<file path="src/zass_pkg.sv">
// ----------------------------------------------------------------------------
// zass_pkg - shared types and constants of the zone average servo steering
// Payload structs, controller command and status bundles, divider operand
// selection and the fixed-point constants of the steering arithmetic.
// ----------------------------------------------------------------------------
`default_nettype none

package zass_pkg;

  // Input transaction payload
  typedef struct packed {
    logic        sensor_select;
    logic [11:0] distance_mm;
    logic        last_zone;
  } in_t;

  // Output transaction payload
  typedef struct packed {
    logic [11:0] pulse_width_us;
    logic        homed;
    logic [11:0] left_level;
    logic [11:0] right_level;
  } out_t;

  // Shared divider geometry
  localparam int DIV_W = 29;   // dividend and quotient width
  localparam int DSR_W = 13;   // divisor and remainder width
  localparam int CNT_W = 5;    // step counter width, holds DIV_W - 1

  // Steering arithmetic in Q9.8
  localparam logic [16:0] FULL_Q      = 17'd69120;  // 270 degrees
  localparam logic [16:0] HOME_Q      = 17'd34560;  // 135 degrees
  localparam logic [4:0]  PULSE_MUL   = 5'd25;      // 2000 / 69120 = 25 / 32 / 27
  localparam logic [16:0] PULSE_RECIP = 17'd77673;  // ceil(2^21 / 27)
  localparam logic [11:0] PULSE_BASE  = 12'd500;

  // Divider operand selection
  typedef enum logic [1:0] {
    OP_AVG   = 2'd0,
    OP_FRAC  = 2'd1
  } div_op_t;

  // Controller to datapath commands
  typedef struct packed {
    logic    div_start;
    div_op_t div_op;
    logic    store_avg;
    logic    store_home;
    logic    store_frac;
    logic    scale_pulse;
    logic    load_out;
  } ctrl_cmd_t;

  // Datapath to controller status
  typedef struct packed {
    logic div_done;
    logic sum_zero;
    logic out_free;
  } ctrl_stat_t;

endpackage

`default_nettype wire

</file>
<file path="src/zass_div.sv">
// ----------------------------------------------------------------------------
// zass_div - iterative restoring divider
// Produces one quotient bit per cycle; done pulses as the last step is
// registered, and the quotient holds until the next start.
// ----------------------------------------------------------------------------
`default_nettype none

module zass_div
  import zass_pkg::*;
(
  input  wire logic             clk,
  input  wire logic             rst,
  input  wire logic             start,
  input  wire logic [DIV_W-1:0] dividend,
  input  wire logic [DSR_W-1:0] divisor,
  output logic      [DIV_W-1:0] quot,
  output logic                  done
);

  logic [DSR_W-1:0] rem;
  logic [DSR_W-1:0] dsr;
  logic [CNT_W-1:0] cnt;
  logic             busy;
  logic [DSR_W:0]   shifted;
  logic [DSR_W:0]   diff;
  logic             ge;

  // Form trial subtraction of the next partial remainder
  always_comb begin
    shifted = {rem, quot[DIV_W-1]};
    diff    = shifted - {1'b0, dsr};
    ge      = (shifted >= {1'b0, dsr});
  end

  // Advance one quotient bit per cycle
  always_ff @(posedge clk) begin
    if (rst) begin
      busy <= 1'b0;
      done <= 1'b0;
      cnt  <= '0;
    end else begin
      done <= 1'b0;
      if (start) begin
        quot <= dividend;
        rem  <= '0;
        dsr  <= divisor;
        cnt  <= '0;
        busy <= 1'b1;
      end else if (busy) begin
        quot <= {quot[DIV_W-2:0], ge};
        rem  <= ge ? diff[DSR_W-1:0] : shifted[DSR_W-1:0];
        if (cnt == CNT_W'(DIV_W - 1)) begin
          busy <= 1'b0;
          done <= 1'b1;
        end else begin
          cnt <= cnt + 1'b1;
        end
      end
    end
  end

endmodule

`default_nettype wire

</file>
<file path="src/zass_datapath.sv">
// ----------------------------------------------------------------------------
// zass_datapath - frame accumulator, levels, angle and output register
// Accumulates zone samples, feeds the shared divider for the frame average
// and the angle fraction, scales the angle to a pulse width by a reciprocal
// multiply, and holds the result transaction.
// ----------------------------------------------------------------------------
`default_nettype none

module zass_datapath
  import zass_pkg::*;
#(
  parameter int MAX_ZONES = 64
) (
  input  wire logic              clk,
  input  wire logic              rst,
  input  wire logic              in_fire,
  input  wire in_t               in_data,
  input  wire logic              cfg_we,
  input  wire logic signed [7:0] cfg_data,
  input  wire ctrl_cmd_t         cmd,
  output ctrl_stat_t             stat,
  output logic                   out_valid,
  input  wire logic              out_ready,
  output out_t                   out_data
);

  localparam logic [6:0] ZoneLimit = 7'(MAX_ZONES);

  logic signed [7:0] offset;
  logic [17:0]       zone_sum;
  logic [6:0]        zone_count;
  logic [11:0]       left_avg;
  logic [11:0]       right_avg;
  logic              sel;
  logic [16:0]       angle;
  logic              homed;
  logic [15:0]       pulse_y;

  logic [DIV_W-1:0]  div_dividend;
  logic [DSR_W-1:0]  div_divisor;
  logic [DIV_W-1:0]  quot;
  logic              div_done;

  logic [12:0]       level_sum;
  logic [11:0]       avg_sat;
  logic [18:0]       angle_s;
  logic              out_of_range;
  logic [20:0]       pulse_scaled;
  logic [32:0]       pulse_prod;
  logic [11:0]       pulse_q;

  // Select divider operands for the requested operation
  always_comb begin
    case (cmd.div_op)
      OP_AVG: begin
        div_dividend = {11'b0, zone_sum};
        div_divisor  = {6'b0, zone_count};
      end
      OP_FRAC: begin
        div_dividend = DIV_W'({17'b0, left_avg} * {12'b0, FULL_Q});
        div_divisor  = level_sum;
      end
      default: begin
        div_dividend = '0;
        div_divisor  = '0;
      end
    endcase
  end

  zass_div u_div (
    .clk      (clk),
    .rst      (rst),
    .start    (cmd.div_start),
    .dividend (div_dividend),
    .divisor  (div_divisor),
    .quot     (quot),
    .done     (div_done)
  );

  // Saturate average, add trim to fraction and range check
  always_comb begin
    level_sum    = {1'b0, left_avg} + {1'b0, right_avg};
    avg_sat      = (|quot[DIV_W-1:12]) ? 12'hFFF : quot[11:0];
    angle_s      = {{3{offset[7]}}, offset, 8'h00} + {2'b00, quot[16:0]};
    out_of_range = angle_s[18] || (angle_s > {2'b00, FULL_Q});
  end

  // Scale angle to pulse: angle * 25 / 864, the final divide by 27 as a
  // reciprocal multiply that is exact below 2^16
  always_comb begin
    pulse_scaled = {4'b0, angle} * {16'b0, PULSE_MUL};
    pulse_prod   = {17'b0, pulse_y} * {16'b0, PULSE_RECIP};
    pulse_q      = pulse_prod[32:21];
  end

  // Report status to the controller
  always_comb begin
    stat.div_done = div_done;
    stat.sum_zero = (level_sum == 13'd0);
    stat.out_free = !out_valid || out_ready;
  end

  // Hold configuration, accumulator and levels
  always_ff @(posedge clk) begin
    if (rst) begin
      offset     <= '0;
      zone_sum   <= '0;
      zone_count <= '0;
      left_avg   <= '0;
      right_avg  <= '0;
    end else begin
      if (cfg_we) begin
        offset <= cfg_data;
      end
      if (in_fire) begin
        sel <= in_data.sensor_select;
        if (zone_count < ZoneLimit) begin
          zone_sum   <= zone_sum + {6'b0, in_data.distance_mm};
          zone_count <= zone_count + 1'b1;
        end
      end else if (cmd.store_avg) begin
        if (sel) begin
          right_avg <= avg_sat;
        end else begin
          left_avg <= avg_sat;
        end
        zone_sum   <= '0;
        zone_count <= '0;
      end
    end
  end

  // Capture steering angle, homing where needed
  always_ff @(posedge clk) begin
    if (cmd.store_home) begin
      angle <= HOME_Q;
      homed <= 1'b1;
    end else if (cmd.store_frac) begin
      if (out_of_range) begin
        angle <= HOME_Q;
        homed <= 1'b1;
      end else begin
        angle <= angle_s[16:0];
        homed <= 1'b0;
      end
    end
  end

  // Register the pulse numerator after the divide by 32
  always_ff @(posedge clk) begin
    if (cmd.scale_pulse) begin
      pulse_y <= pulse_scaled[20:5];
    end
  end

  // Hold the result transaction until taken
  always_ff @(posedge clk) begin
    if (rst) begin
      out_valid <= 1'b0;
    end else if (cmd.load_out) begin
      out_valid <= 1'b1;
    end else if (out_ready) begin
      out_valid <= 1'b0;
    end
  end

  always_ff @(posedge clk) begin
    if (cmd.load_out) begin
      out_data.pulse_width_us <= pulse_q + PULSE_BASE;
      out_data.homed          <= homed;
      out_data.left_level     <= left_avg;
      out_data.right_level    <= right_avg;
    end
  end

endmodule

`default_nettype wire

</file>
<file path="src/zass_ctrl.sv">
// ----------------------------------------------------------------------------
// zass_ctrl - frame close sequencer
// Accepts zone samples while idle and, on the last zone, steps the datapath
// through average, angle fraction or homing, pulse scaling and output load.
// ----------------------------------------------------------------------------
`default_nettype none

module zass_ctrl
  import zass_pkg::*;
(
  input  wire logic       clk,
  input  wire logic       rst,
  input  wire logic       in_valid,
  input  wire logic       last_zone,
  output logic            in_ready,
  input  wire ctrl_stat_t stat,
  output ctrl_cmd_t       cmd
);

  typedef enum logic [2:0] {
    S_IDLE,
    S_AVG_WAIT,
    S_AVG_STORE,
    S_SUM_CHECK,
    S_FRAC_WAIT,
    S_PULSE_GO,
    S_PULSE_WAIT,
    S_LOAD
  } state_t;

  state_t state;

  // Sequence the frame close; command strobes are single-cycle pulses, div_op holds
  always_ff @(posedge clk) begin
    if (rst) begin
      state    <= S_IDLE;
      in_ready <= 1'b1;
      cmd      <= '0;
    end else begin
      cmd.div_start   <= 1'b0;
      cmd.store_avg   <= 1'b0;
      cmd.store_home  <= 1'b0;
      cmd.store_frac  <= 1'b0;
      cmd.scale_pulse <= 1'b0;
      cmd.load_out    <= 1'b0;
      case (state)
        S_IDLE: begin
          if (in_valid && in_ready && last_zone) begin
            in_ready      <= 1'b0;
            cmd.div_start <= 1'b1;
            cmd.div_op    <= OP_AVG;
            state         <= S_AVG_WAIT;
          end
        end
        S_AVG_WAIT: begin
          if (stat.div_done) begin
            cmd.store_avg <= 1'b1;
            state         <= S_AVG_STORE;
          end
        end
        // wait for the new level to settle before the sum check
        S_AVG_STORE: begin
          state <= S_SUM_CHECK;
        end
        S_SUM_CHECK: begin
          if (stat.sum_zero) begin
            cmd.store_home <= 1'b1;
            state          <= S_PULSE_GO;
          end else begin
            cmd.div_start <= 1'b1;
            cmd.div_op    <= OP_FRAC;
            state         <= S_FRAC_WAIT;
          end
        end
        S_FRAC_WAIT: begin
          if (stat.div_done) begin
            cmd.store_frac <= 1'b1;
            state          <= S_PULSE_GO;
          end
        end
        S_PULSE_GO: begin
          cmd.scale_pulse <= 1'b1;
          state           <= S_PULSE_WAIT;
        end
        S_PULSE_WAIT: begin
          state <= S_LOAD;
        end
        S_LOAD: begin
          if (stat.out_free) begin
            cmd.load_out <= 1'b1;
            in_ready     <= 1'b1;
            state        <= S_IDLE;
          end
        end
        default: begin
          in_ready <= 1'b1;
          state    <= S_IDLE;
        end
      endcase
    end
  end

endmodule

`default_nettype wire

</file>
<file path="src/zone_average_servo_steering.sv">
// ----------------------------------------------------------------------------
// zone_average_servo_steering - zone averaging servo steering top level
// Averages ranging sensor zone frames per side and turns the left share of
// the two levels into a servo pulse width, homing to center when invalid.
// ----------------------------------------------------------------------------
//  channel | direction | handshake           | payload
//  --------+-----------+---------------------+---------------------------
//  in      | input     | in_valid / in_ready | in_data (in_t)
//  out     | output    | out_valid/out_ready | out_data (out_t)
//  cfg     | input     | cfg_we, no wait     | cfg_data (angle offset)
//
//  A zone sample that is not the last of its frame is taken without dropping
//  in_ready. A last-zone sample holds in_ready low through two passes of the
//  shared 29-step divider (frame average, angle fraction), sequencing and a
//  registered reciprocal pulse scaling; a zero level sum skips the fraction
//  pass. out_valid rises in the cycle after in_ready returns high. Reset
//  is synchronous and clears levels, accumulator and offset. A result waiting
//  in the output register only blocks the final load of the next frame close.
// ----------------------------------------------------------------------------
`default_nettype none

module zone_average_servo_steering
  import zass_pkg::*;
#(
  parameter int MAX_ZONES = 64
) (
  input  wire logic              clk,
  input  wire logic              rst,
  input  wire logic              in_valid,
  output logic                   in_ready,
  input  wire in_t               in_data,
  output logic                   out_valid,
  input  wire logic              out_ready,
  output out_t                   out_data,
  input  wire logic              cfg_we,
  input  wire logic signed [7:0] cfg_data
);

  ctrl_cmd_t  cmd;
  ctrl_stat_t stat;
  logic       in_fire;

  assign in_fire = in_valid && in_ready;

  zass_ctrl u_ctrl (
    .clk       (clk),
    .rst       (rst),
    .in_valid  (in_valid),
    .last_zone (in_data.last_zone),
    .in_ready  (in_ready),
    .stat      (stat),
    .cmd       (cmd)
  );

  zass_datapath #(
    .MAX_ZONES (MAX_ZONES)
  ) u_datapath (
    .clk       (clk),
    .rst       (rst),
    .in_fire   (in_fire),
    .in_data   (in_data),
    .cfg_we    (cfg_we),
    .cfg_data  (cfg_data),
    .cmd       (cmd),
    .stat      (stat),
    .out_valid (out_valid),
    .out_ready (out_ready),
    .out_data  (out_data)
  );

endmodule

`default_nettype wire
</file>
<file path="config.mk">
export PLATFORM = sky130hd
export DESIGN_NAME = zone_average_servo_steering
export DESIGN_NICKNAME = d
export VERILOG_FILES = /design/src/zass_pkg.sv /design/src/zass_div.sv /design/src/zass_datapath.sv /design/src/zass_ctrl.sv /design/src/zone_average_servo_steering.sv
export SDC_FILE = /design/constraint.sdc
export NUM_CORES = 1
export LEC_CHECK = 0
export BUFFER_PORTS_ARGS = -buffer_cell sky130_fd_sc_hd__buf_2
export CORE_MARGIN = 2
export CORE_UTILIZATION = 30
export CTS_BUF_LIST = sky130_fd_sc_hd__clkbuf_8
export DETAILED_ROUTE_END_ITERATION = 12
export HOLD_SLACK_MARGIN = 0.12
export PLACE_DENSITY = 0.43
export SYNTH_ARGS = -nofsm -noshare
export SYNTH_HDL_FRONTEND = slang
export SYNTH_SLANG_ARGS = --single-unit
</file>
<file path="constraint.sdc">
create_clock -name clk -period 11.6 [get_ports clk]
set_clock_uncertainty 0.05 [all_clocks]
set_input_delay 0.58 -clock clk [delete_from_list [all_inputs] [get_ports clk]]
set_output_delay 0.58 -clock clk [all_outputs]
set_load 0.03 [all_outputs]
</file>
==> key figures <==
Timing
  – TNS Setup: 0 ps
  – RSZ-0062 raised after global routing: false
  – Max_slew headroom: 0.2711
  – Fin crit share: 0.6133
  – Max Slew Vio Count: 0
  – Final worst path period need: 7114 ps
  – Final number of setup-violating endpoints: 0
  – Fmax: 140.6 MHz
  – Final hold vios: 0
  – Least-Margin Pin Slew: 1091 ps
  – Fin Hold WS: 166.8 ps
  – Final WS setup: 4486 ps

GRT
  – Vias in the first global route: 12.67k
  – GRT Overall Usage: 0.1437
  – Gr ovfl total: 0
  – Pin count of the biggest net entering global routing: 70
  – Antenna violations before repair: 1
  – First-pass GRT wire length: 68.34 mm

Min path
  – Worst Hold Launch: cfg_data[7]
  – Worst hold path class: in -> reg
  – Hold Crit Endpoint: u_datapath.offset[7]
  – Hold depth: 3

Floorplan
  – Io pins: 66
  – # rows: 88
  – Starting density of the core: 0.3038
  – Overall die height: 245.7 um
  – Die area: 60390 um^2
  – Core Area: 57700 um^2
  – Width of the die: 245.7 um

Critical path
  – Crit Reg-Reg Endpoint: u_datapath.out_data[35]
  – CP Capture Type: flip-flop
  – Worst r2r src: u_datapath.pulse_y[5]
  – Crit path max fanout: 8
  – R2R depth: 26
  – Data required, critical path: 11900 ps
  – Crit path launch: u_datapath.pulse_y[5]
  – Worst R2R Setup Slack: 4490 ps
  – Startpoint types: flip-flop
  – Setup Crit Path Kind: reg -> reg
  – Critical Path AT: 7410 ps

Layout
  – Register Area: 5157 um^2
  – Commonest non-fill, non-tap cell in the layout: inv_1
  – Multi-input logic area: 10910 um^2
  – Share of post-route cells with drive strength above 1: 0.09110
  – Area growth syn-to-layout: 12.30%
  – Final #Nets: 2280
  – Most frequent cells in the layout: 358 x inv_1, 268 x ha_1, 161 x nor2_1
  – Fillers: 6004
  – Core Util, Final: 0.3412

Route
  – Vias: 12.05k
  – Pre-Repair DR Iteration Count: 5
  – Final ANT Viol Nets: 0
  – Routed wire length: 41.88 mm
  – Drt via density: 4.541
  – DRC Markers: 0
  – Number of DRC markers in iteration 0: 405
  – WL/cell: 15.78 um

CTS
  – Longest Clk Path Bufs: 3
  – CTS Buf Count: 42
  – Clk sinks: 203
  – CTS tree: yes
  – H-tree levels: 2
  – Root Driver: clkbuf_8
  – Worst skew pair latency: 610 ps
  – Hold Buf Count CTS: 4
  – CTS resizes: 0
  – Setup repair bufs after CTS: 0
  – Clk slew on worst S/H paths: 70 ps

Synth
  – Syn Inst Count: 1778
  – Yosys warning count: 0
  – Synth Register Bits: 203
  – Mapped cell area: 17530 um^2
  – Top cells by area, synth: ha_1 19%, edfxtp_1 19%, fa_1 15%, dfxtp_1 11%, inv_1 7.5%
  – Ys async rst share: 0
  – EDFF count, synth: 109
  – Register area share after synthesis: 0.2941
  – Synth unique cells: 72
  – Synth Flop Type: edfxtp_1
  – Syn avg cell area: 9.860 um^2
  – Synth top area share: 0.1913
  – Synth area leader: ha_1
  – Net Count, Synth: 2203

Status
  – Status: finished clean

Power and ir drop
  – Total power: 4.635 mW
  – P_leak: 9.071 nW
  – Pwr/cell area: 235.4 nW/um^2
  – Worst vdd ir: 0.0003012 V

Placement
  – Post-DP HPWL: 33.58 mm
  – Worst slack, placed: 4395 ps
  – Port bufs: 65
  – Placer Congestion: 0.8484

Run
  – Max-Cap Viols: 0
==> kinds of logic after synthesis <==
kind of cell               Yosys count  synth area share
adders and majority gates          398            0.3397
buffers and inverters              392           0.08415
and+or+nand+nor                    379            0.1047
AOI/OAI and AO/OA                  273            0.1062
DFF                                203            0.2941
xor gates and xnor gates            86           0.04382
muxes                               47           0.02734
==> Yosys cell counts, drive strengths merged, types with 27 or more instances <==
cell type  instances
inv              348
nor3              27
dfxtp             94
a211oi            34
o21ai             39
xnor2             67
nand2             51
nor2             163
a21oi             77
fa               130
edfxtp           109
clkbuf            40
mux2i             40
ha               268
==> power by group <==
part	internal [mW]	switching, mW	leakage, nW
Combinational	1.23	1.56	6.83
Clock	0.492	0.357	0.514
Sequential	0.936	0.0611	1.73
Total	2.66	1.98	9.07
==> worst max-delay path by stage <==
stage | depth (start not counted) | slack [ps] | endpoint
floorplan | 26 | 4950 | u_datapath.out_data[35]
global placement | 26 | 4560 | u_datapath.out_data[35]
detailed placement | 26 | 4390 | u_datapath.out_data[35]
CTS | 26 | 4440 | u_datapath.out_data[35]
global route | 26 | 4040 | u_datapath.out_data[35]
finish | 26 | 4490 | u_datapath.out_data[35]
==> worst max-delay path: stages, from the launching register on <==
cell      delay [ps]
edfxtp_1         590
inv_1            110
fa_1             460
fa_1             500
inv_1             50
fa_1             520
fa_1             440
fa_1             540
inv_1             50
fa_1             520
inv_1             40
ha_1             300
a21oi_1          140
nor2_1            50
a211o_1          300
a31o_1           260
nor2_1           160
xor2_1           240
inv_1             70
ha_1             240
nor4b_1          270
o21ai_0          120
o211ai_1         150
o21ai_0          220
o311a_1          330
nand2_1           80
xor2_1            60
==> per-layer routing <==
metal	up-vias	wire length, um	GRT usage
li1	6149	-	-
met1	5679	20370	0.1917
met2	159	19090	0.2374
met3	64	1229	0.02063
met4	0	1182	0.04938
met5	-	0	0
==> per-stage QoR <==
stage,cells,cell area [um^2]
3_3_place_gp,2572,18720
6_report,2654,19690
5_1_grt,2654,19690
4_1_cts,2653,19690
3_5_place_dp,2572,18720
2_1_floorplan,1778,17530
==> registers in the layout, summed over array words and instances (netlist names), 13 cells and up <==
| register | flops |
|---|---|
| u_datapath.angle | 17 |
| u_datapath.out_data | 37 |
| u_datapath.pulse_y | 16 |
| u_datapath.u_div.dsr | 13 |
| u_datapath.u_div.quot | 29 |
| u_datapath.u_div.rem | 13 |
| u_datapath.zone_sum | 18 |
==> final cells by class <==
type | instances | share of cell area
tap | 765 | 0.04862
timing repair buffer | 77 | 0.02161
antenna | 1 | 0.0001271
inverter | 348 | 0.06635
sequential | 203 | 0.2620
multi-input combinational | 1183 | 0.5544
clock buffer | 44 | 0.03076
clock inverter | 33 | 0.01621
No activity file was read; power rests on OpenSTA's default activity.
